### src/hdl/mbps_pkg.sv
// ----------------------------------------------------------------------------
// mbps_pkg
// shared types and constants of the masked byte pattern search
// ----------------------------------------------------------------------------
`default_nettype none

package mbps_pkg;

  localparam int BYTE_W         = 8;
  localparam int PATTERN_BYTES  = 32;
  localparam int PATTERN_BITS   = PATTERN_BYTES * BYTE_W;
  localparam int PAT_IDX_W      = 5;
  localparam int CARE_W         = 32;
  localparam int LENGTH_W       = 6;
  localparam int CFG_DATA_W     = 64;
  localparam int CFG_INDEX_W    = 3;
  localparam int MATCH_OFFSET_W = 32;

  typedef enum logic [CFG_INDEX_W-1:0] {
    REG_PATTERN_0_7   = 3'd0,
    REG_PATTERN_8_15  = 3'd1,
    REG_PATTERN_16_23 = 3'd2,
    REG_PATTERN_24_31 = 3'd3,
    REG_CARE_BITS     = 3'd4,
    REG_PATTERN_LEN   = 3'd5
  } cfg_reg_e;

  // one byte step handed from the input stage to the scan state
  typedef struct packed {
    logic              fire;
    logic              last;
    logic [BYTE_W-1:0] data;
  } scan_step_t;

endpackage

`default_nettype wire

### src/hdl/mbps_cfg_regs.sv
// ----------------------------------------------------------------------------
// mbps_cfg_regs
// configuration registers: pattern bytes, care bits and pattern length
// ----------------------------------------------------------------------------
`default_nettype none

module mbps_cfg_regs (
  input  logic                                clk,
  input  logic                                rst,
  input  logic                                cfg_we,
  input  logic [mbps_pkg::CFG_INDEX_W-1:0]    cfg_index,
  input  logic [mbps_pkg::CFG_DATA_W-1:0]     cfg_data,
  output logic [mbps_pkg::PATTERN_BITS-1:0]   pattern,
  output logic [mbps_pkg::CARE_W-1:0]         care,
  output logic [mbps_pkg::LENGTH_W-1:0]       length
);
  import mbps_pkg::*;

  always_ff @(posedge clk) begin
    if (rst) begin
      pattern <= '0;
      care    <= '0;
      length  <= '0;
    end else if (cfg_we) begin
      unique case (cfg_reg_e'(cfg_index))
        REG_PATTERN_0_7:   pattern[0*CFG_DATA_W +: CFG_DATA_W] <= cfg_data;
        REG_PATTERN_8_15:  pattern[1*CFG_DATA_W +: CFG_DATA_W] <= cfg_data;
        REG_PATTERN_16_23: pattern[2*CFG_DATA_W +: CFG_DATA_W] <= cfg_data;
        REG_PATTERN_24_31: pattern[3*CFG_DATA_W +: CFG_DATA_W] <= cfg_data;
        REG_CARE_BITS:     care   <= cfg_data[CARE_W-1:0];
        REG_PATTERN_LEN:   length <= cfg_data[LENGTH_W-1:0];
        default: ;
      endcase
    end
  end

endmodule

`default_nettype wire

### src/hdl/mbps_window_match.sv
// ----------------------------------------------------------------------------
// mbps_window_match
// parallel masked compare of the byte window against the pattern
// ----------------------------------------------------------------------------
`default_nettype none

module mbps_window_match #(
  parameter int MAX_PATTERN = 32
) (
  input  logic [mbps_pkg::BYTE_W-1:0]       win [MAX_PATTERN],
  input  logic [mbps_pkg::PATTERN_BITS-1:0] pattern,
  input  logic [mbps_pkg::CARE_W-1:0]       care,
  input  logic [$clog2(MAX_PATTERN+1)-1:0]  len,
  output logic                              hit
);
  import mbps_pkg::*;

  localparam int LEN_W = $clog2(MAX_PATTERN + 1);
  localparam int POS_W = ((LEN_W > PAT_IDX_W + 1) ? LEN_W : PAT_IDX_W + 1) + 1;

  logic [MAX_PATTERN-1:0] tap_ok;

  // window tap j (j steps old) lines up with pattern position len-1-j
  for (genvar j = 0; j < MAX_PATTERN; j++) begin : g_tap
    logic [POS_W-1:0]     pos;
    logic                 active;
    logic                 in_range;
    logic [PAT_IDX_W-1:0] idx;

    assign pos      = POS_W'(len) - POS_W'(j + 1);
    assign active   = POS_W'(len) > POS_W'(j);
    assign in_range = pos < POS_W'(PATTERN_BYTES);
    assign idx      = pos[PAT_IDX_W-1:0];
    assign tap_ok[j] = !active || !in_range || !care[idx] ||
                       (win[j] == pattern[{idx, 3'b000} +: BYTE_W]);
  end

  assign hit = &tap_ok;

endmodule

`default_nettype wire

### src/hdl/mbps_scan.sv
// ----------------------------------------------------------------------------
// mbps_scan
// region scan state: byte window, byte count and first match record
// ----------------------------------------------------------------------------
`default_nettype none

module mbps_scan #(
  parameter int MAX_PATTERN = 32,
  parameter int OFFSET_BITS = 32
) (
  input  logic                              clk,
  input  logic                              rst,
  input  mbps_pkg::scan_step_t              step,
  input  logic [mbps_pkg::PATTERN_BITS-1:0] pattern,
  input  logic [mbps_pkg::CARE_W-1:0]       care,
  input  logic [mbps_pkg::LENGTH_W-1:0]     length,
  output logic                              res_found,
  output logic [OFFSET_BITS-1:0]            res_offset
);
  import mbps_pkg::*;

  localparam int LEN_W = $clog2(MAX_PATTERN + 1);
  localparam int CMP_W = ((LEN_W > LENGTH_W) ? LEN_W : LENGTH_W) + 1;
  localparam logic [OFFSET_BITS-1:0] COUNT_MAX = '1;

  logic [BYTE_W-1:0]      window      [MAX_PATTERN];
  logic [BYTE_W-1:0]      window_next [MAX_PATTERN];
  logic [OFFSET_BITS-1:0] bytes_seen;
  logic [OFFSET_BITS-1:0] count_next;
  logic                   match_seen;
  logic [OFFSET_BITS-1:0] first_offset;

  logic [LEN_W-1:0]       len;
  logic                   win_hit;
  logic                   hit;
  logic [OFFSET_BITS-1:0] hit_offset;
  logic                   match_now;
  logic [OFFSET_BITS-1:0] offset_now;

  // length clamp to window depth
  always_comb begin
    if (CMP_W'(length) > CMP_W'(MAX_PATTERN)) begin
      len = LEN_W'(MAX_PATTERN);
    end else begin
      len = LEN_W'(length);
    end
  end

  // shifted window, newest byte at tap 0
  always_comb begin
    window_next[0] = step.data;
    for (int k = 1; k < MAX_PATTERN; k++) begin
      window_next[k] = window[k-1];
    end
  end

  assign count_next = (bytes_seen == COUNT_MAX) ? bytes_seen : bytes_seen + 1'b1;

  mbps_window_match #(
    .MAX_PATTERN(MAX_PATTERN)
  ) u_match (
    .win    (window_next),
    .pattern(pattern),
    .care   (care),
    .len    (len),
    .hit    (win_hit)
  );

  always_comb begin
    hit        = 1'b0;
    hit_offset = '0;
    if (len == '0) begin
      hit = 1'b1;
    end else if (count_next >= OFFSET_BITS'(len) && win_hit) begin
      hit        = 1'b1;
      hit_offset = (count_next == COUNT_MAX) ? COUNT_MAX
                                             : count_next - OFFSET_BITS'(len);
    end
    match_now  = match_seen || hit;
    offset_now = match_seen ? first_offset : hit_offset;
  end

  assign res_found  = match_now;
  assign res_offset = match_now ? offset_now : '0;

  always_ff @(posedge clk) begin
    if (step.fire) begin
      window <= window_next;
    end
  end

  always_ff @(posedge clk) begin
    if (rst) begin
      bytes_seen   <= '0;
      match_seen   <= 1'b0;
      first_offset <= '0;
    end else if (step.fire) begin
      if (step.last) begin
        bytes_seen   <= '0;
        match_seen   <= 1'b0;
        first_offset <= '0;
      end else begin
        bytes_seen   <= count_next;
        match_seen   <= match_now;
        first_offset <= offset_now;
      end
    end
  end

endmodule

`default_nettype wire

### src/hdl/masked_byte_pattern_search_top.sv
// ----------------------------------------------------------------------------
// masked_byte_pattern_search_top
// scans a byte region for the first match of a masked pattern of up to 32 bytes
// ----------------------------------------------------------------------------
// usage
//   input channel: one region byte per beat (data_byte, last_byte), in_valid and
//   in_ready; last_byte marks the final byte of a region
//   output channel: one beat per region (found, match_offset), out_valid and
//   out_ready; non-final bytes produce no output beat
//   config port: cfg_we with cfg_index and cfg_data; writes take effect in the next cycle
//   path: an accepted final byte goes into the input register, then into the
//   output register once no held output beat blocks it
//   throughput: one byte per cycle save for stalls; the window compare for all pattern
//   positions is a single layer of byte comparators behind the input register
//   stall: a held output beat only blocks a final byte; other bytes keep
//   flowing through the input register while the receiver waits
//   reset: clears the config registers, the byte count, the match record and both valid flags
// ----------------------------------------------------------------------------
`default_nettype none

module masked_byte_pattern_search_top #(
  parameter int MAX_PATTERN = 32,
  parameter int OFFSET_BITS = 32
) (
  input  logic                                  clk,
  input  logic                                  rst,
  // byte input
  input  logic                                  in_valid,
  output logic                                  in_ready,
  input  logic [mbps_pkg::BYTE_W-1:0]           data_byte,
  input  logic                                  last_byte,
  // result output
  output logic                                  out_valid,
  input  logic                                  out_ready,
  output logic                                  found,
  output logic [mbps_pkg::MATCH_OFFSET_W-1:0]   match_offset,
  // configuration
  input  logic                                  cfg_we,
  input  logic [mbps_pkg::CFG_INDEX_W-1:0]      cfg_index,
  input  logic [mbps_pkg::CFG_DATA_W-1:0]       cfg_data
);
  import mbps_pkg::*;

  // config register outputs
  logic [PATTERN_BITS-1:0] pattern;
  logic [CARE_W-1:0]       care;
  logic [LENGTH_W-1:0]     length;

  // input register
  logic              s1_valid;
  logic              s1_last;
  logic [BYTE_W-1:0] s1_data;

  // scan interface
  scan_step_t             step;
  logic                   advance;
  logic                   res_found;
  logic [OFFSET_BITS-1:0] res_offset;
  logic [MATCH_OFFSET_W-1:0] res_offset_clamped;

  mbps_cfg_regs u_cfg (
    .clk      (clk),
    .rst      (rst),
    .cfg_we   (cfg_we),
    .cfg_index(cfg_index),
    .cfg_data (cfg_data),
    .pattern  (pattern),
    .care     (care),
    .length   (length)
  );

  // the held byte moves on unless it is a final byte and the output is stuck
  assign advance  = s1_valid && (!s1_last || !out_valid || out_ready);
  assign in_ready = !s1_valid || advance;

  always_ff @(posedge clk) begin
    if (rst) begin
      s1_valid <= 1'b0;
    end else if (in_ready) begin
      s1_valid <= in_valid;
    end
  end

  always_ff @(posedge clk) begin
    if (in_ready && in_valid) begin
      s1_data <= data_byte;
      s1_last <= last_byte;
    end
  end

  assign step.fire = advance;
  assign step.last = s1_last;
  assign step.data = s1_data;

  mbps_scan #(
    .MAX_PATTERN(MAX_PATTERN),
    .OFFSET_BITS(OFFSET_BITS)
  ) u_scan (
    .clk       (clk),
    .rst       (rst),
    .step      (step),
    .pattern   (pattern),
    .care      (care),
    .length    (length),
    .res_found (res_found),
    .res_offset(res_offset)
  );

  // offsets beyond the output width saturate
  if (OFFSET_BITS > MATCH_OFFSET_W) begin : g_clamp
    assign res_offset_clamped =
      (res_offset > OFFSET_BITS'({MATCH_OFFSET_W{1'b1}})) ? '1
                                                          : res_offset[MATCH_OFFSET_W-1:0];
  end else begin : g_extend
    assign res_offset_clamped = MATCH_OFFSET_W'(res_offset);
  end

  // output register
  always_ff @(posedge clk) begin
    if (rst) begin
      out_valid <= 1'b0;
    end else if (advance && s1_last) begin
      out_valid <= 1'b1;
    end else if (out_ready) begin
      out_valid <= 1'b0;
    end
  end

  always_ff @(posedge clk) begin
    if (advance && s1_last) begin
      found        <= res_found;
      match_offset <= res_offset_clamped;
    end
  end

endmodule

`default_nettype wire

### config.mk
export PLATFORM = sky130hd
export DESIGN_NAME = masked_byte_pattern_search_top
export DESIGN_NICKNAME = d
export VERILOG_FILES = /design/src/hdl/mbps_pkg.sv /design/src/hdl/mbps_cfg_regs.sv /design/src/hdl/mbps_window_match.sv /design/src/hdl/mbps_scan.sv /design/src/hdl/masked_byte_pattern_search_top.sv
export SDC_FILE = /design/constraint.sdc
export NUM_CORES = 2
export LEC_CHECK = 0
export BUFFER_PORTS_ARGS = -buffer_cell sky130_fd_sc_hd__buf_4
export CAP_MARGIN = 20
export CORE_ASPECT_RATIO = 1.5
export CORE_UTILIZATION = 60
export CTS_BUF_LIST = sky130_fd_sc_hd__clkbuf_4 sky130_fd_sc_hd__clkbuf_8 sky130_fd_sc_hd__clkbuf_16
export DETAILED_ROUTE_END_ITERATION = 10
export HOLD_SLACK_MARGIN = 0.02
export PLACE_DENSITY_LB_ADDON = 0.3
export SYNTH_ARGS = -nofsm -noshare
export SYNTH_HDL_FRONTEND = slang
export SYNTH_HIERARCHICAL = 1
export SYNTH_SLANG_ARGS = --single-unit
### constraint.sdc
create_clock -name clk -period 21.3 [get_ports clk]
set_input_delay 2.13 -clock clk [delete_from_list [all_inputs] [get_ports clk]]
set_output_delay 2.13 -clock clk [all_outputs]
set_load 0.005 [all_outputs]
==> impl_metrics.json <==
{
  "status": "finished, final reports clean",
  "wl_per_cell_um": 38.48,
  "layout-area-overhead-vs-synth_pct": 7.361,
  "first_iter_violations": 7931,
  "core_um2": 83930,
  "total_power_w": 0.003298,
  "synth_warnings": 6,
  "dp_hpwl_mm": 175.6,
  "first_pass_iters": 9,
  "post_cts_buffers": 0,
  "synthMuxAreaShare_pct": 29.84,
  "tns_ns": 0,
  "clock_latency_ns": 0.69,
  "worstSetupStartpointType": "flip-flop",
  "syn_inst": 5061,
  "io_buffers": 115,
  "first_global_vias": 43210,
  "place_ws_ns": 11.72,
  "crit_path_frequent_cell": "buf_4",
  "endpoint": "match_offset[24]",
  "crit_required_ns": 21.81,
  "dieWidth_um": 240.2,
  "timing.reg2reg.worst_path_depth": 21,
  "postCtsHoldBufs": 0,
  "routed_wl_mm": 236.3,
  "finClkSkew_ns": 0.02498,
  "grt_usage_pct": 54.51,
  "synthDistinctLibCells": 98,
  "io_pins": 116,
  "maxSlewHeadroom_pct": 13.77,
  "setup_ws_ns": 11.13,
  "vias": 46670,
  "cp_num_buf_inv": 6,
  "viasPerCell": 7.601,
  "ys_top_cells_by_area": "edfxtp_1 (17%), dfxtp_1 (14%), mux2i_1 (13%), mux4_2 (10%), mux2_2 (6.8%)",
  "clk_pin_slew_ns": 0.07,
  "fin_crit_sh_pct": 47.73,
  "critPathSlowestCell": "nor3_2",
  "antenna_found_initial": 23,
  "slew_violations": 0,
  "fin_crit_ns": 10.17,
  "post_cts_resized": 0,
  "vdd_drop_max_mv": 0.08702,
  "fmax_mhz": 98.36,
  "synth-simple-area-share_pct": 16.45,
  "rsz0062_at_grt": "false",
  "die_area_um2": 86270,
  "tightest_slew_ns": 1.292,
  "critPathArrivalTime_ns": 10.67,
  "place_congestion": 1.180,
  "cp.depth": 21,
  "fin_nets": 5064,
  "synth_top_family_by_area": "multiplexers",
  "synthAdderAreaFrac_pct": 0.8236,
  "critPathCaptureType": "flip-flop",
  "hold_violations": 0,
  "cts_root_buf": "clkbuf_16",
  "timing.rr.start": "u_cfg/length[5]",
  "maxCapViolCount": 0,
  "holdCritStartpoint": "u_scan/first_offset[3]",
  "cts_inserted_buffers": 70,
  "whs_ns": 0.4575,
  "synth_area_um2": 51050,
  "htree_levels": 3,
  "grt_max_degree": 194,
  "synth.top_cell.area_share_pct": 17.06,
  "crit_path_max_incr_delay_ns": 0.92,
  "fill_cells": 6940,
  "yosys.area_share.xor_xnor_pct": 7.243,
  "async_reset_ff_share_pct": 0,
  "postRouteAntennaNets": 0,
  "yosysSeqAreaShare_pct": 31.22,
  "cp_top_family": "simple AND/OR/NAND/NOR gates",
  "overflow": 0,
  "drc": 0,
  "rows": 130,
  "synth_nets": 5175,
  "ff2ff_setup_slack_ns": 11.13,
  "synth_compound_area_share_pct": 9.829,
  "cts_tree": "built",
  "r2r_end": "match_offset[24]",
  "hold_class": "flip-flop to flip-flop",
  "finalSetupViolCount": 0,
  "start_util_pct": 60.82,
  "cts_max_path_buffers": 3,
  "powerDensity_nw_per_um2": 60.19,
  "multi_input_area_um2": 33060,
  "cp-startpoint": "u_cfg/length[5]",
  "placed_area_um2": 52210,
  "drive_above_1_share_pct": 19.80,
  "path_cells": "inv_1, nand2_1, inv_8, inv_1, ha_4, buf_4, buf_4, buf_4, mux2_2, nor3_1, or4_1, o22ai_1, nor2_1, xnor2_1, nor4_1, a21oi_1, a2111oi_0, nand4_1, nor3_2, nand3_1, o21ai_0",
  "die_h_um": 359.2,
  "yosysTopAreaCell": "edfxtp_1",
  "ys_ff_latch": 651,
  "grt_pass1_wl_mm": 327.2,
  "crit_type": "flip-flop to flip-flop",
  "synth_flop_cell": "dfxtp_1",
  "design_area_um2": 54800,
  "cts_sinks": 651,
  "cp_max_fo": 63,
  "regArea_um2": 15940,
  "syn_area_per_cell_um2": 10.09,
  "synth_edf_count": 290,
  "power_leakage_nw": 19.54
}
-- logic make-up after synthesis --
logic type      after synthesis
flops                       651
buf+inv                     454
compound gates              742
fa+ha+maj                    33
mux                        1197
simple gates               1570
xor+xnor                    414
-- cells in the mapped netlist (10+ instances only) --
cell type  number
buf_6          39
and3_1         12
nand2b_1      375
nor3_1        242
a221oi_1       41
a221o_1        10
buf_1          19
o22a_1         11
mux2i_1       653
ha_1           32
nand4_1        86
a31oi_1        27
a21oi_1       110
o21ai_0       100
nand2_1       250
a211oi_1       13
nor4_2         15
a22oi_1        79
mux2_2        306
and2_1         15
buf_4          47
dfxtp_1       361
or4_1          24
a32o_1         17
nor4_1         69
xnor2_1       223
xor2_1        183
o22ai_1       209
nand3_1       148
inv_1          32
mux4_2        227
o221ai_1       19
or2_2          12
or3_1          15
buf_2         139
nor2b_1        13
clkbuf_1      173
a22o_1         19
nor2_1        249
edfxtp_1      290
-- worst min-delay path by stage --
stage                                    to  cells past startpoint
floorplan            u_scan/first_offset[0]                      2
global placement    u_scan/first_offset[28]                      2
detailed placement  u_scan/first_offset[12]                      2
CTS                 u_scan/first_offset[30]                      2
global route        u_scan/first_offset[23]                      2
finish               u_scan/first_offset[3]                      2
-- power by group --
part / switching (W) / total [W] / internal (W)
clock: 0.000583 / 0.00130 / 0.000722
combinational: 0.000396 / 0.000595 / 0.000199
sequential: 0.0000558 / 0.00140 / 0.00134
-- worst reg2reg max path: stages (launching register included) --
cell and delay (ns):
dfxtp_1 0.31, inv_1 0.14, nand2_1 0.18, inv_8 0.43, inv_1 0.36, ha_4 0.89
buf_4 0.87, buf_4 0.79, buf_4 0.78, mux2_2 0.40, nor3_1 0.05, or4_1 0.63
o22ai_1 0.16, nor2_1 0.08, xnor2_1 0.13, nor4_1 0.59, a21oi_1 0.13, a2111oi_0 0.69
nand4_1 0.28, nor3_2 0.92, nand3_1 0.78, o21ai_0 0.41
-- routing by layer --
metal,share of wire [%],GRT usage (%)
met5,0.076,0.5718
met4,12,51.33
met3,15,24.63
met2,42,77.47
met1,32,59.68
-- per-stage QoR --
step | std cells | util, %
4_1_cts | 6114 | 65.07
2_1_floorplan | 5061 | -
6_report | 6140 | 65.30
3_5_place_dp | 5986 | 62.21
5_1_grt | 6129 | 65.26
3_3_place_gp | 5985 | 62.20
-- cells in the final DEF (no fill, tap or decap), drive strengths merged, types with 24 or more instances in the layout --
cell / count
o22ai: 209
edfxtp: 290
ha: 32
buf: 235
a21oi: 112
o21ai: 103
dfxtp: 361
mux2: 317
nand2: 251
mux4: 227
nand2b: 375
a31oi: 27
xor2: 185
or4: 24
a22oi: 79
clkbuf: 95
inv: 45
nor2: 249
nand3: 148
nor4: 86
mux2i: 653
a221oi: 43
nor3: 245
nand4: 88
xnor2: 229
-- area by class of cell --
| type | count | area share, % |
|---|---|---|
| multi-input combinational | 3956 | 60.33 |
| timing repair buffer | 235 | 3.313 |
| inverter | 36 | 0.2763 |
| sequential | 651 | 29.08 |
| antenna | 12 | 0.05479 |
| clock inverter | 33 | 0.5936 |
| tap | 1122 | 2.562 |
| clock buffer | 95 | 3.792 |
-- state kept, by name, indices dropped and copies added, names as in the netlist, 6 cells and up --
signal	flops
u_cfg/length	6
u_scan/window	248
u_scan/first_offset	32
s1_data	8
u_cfg/pattern	256
u_cfg/care	32
u_scan/bytes_seen	32
match_offset	32
Power figures use the tool's default switching activity.
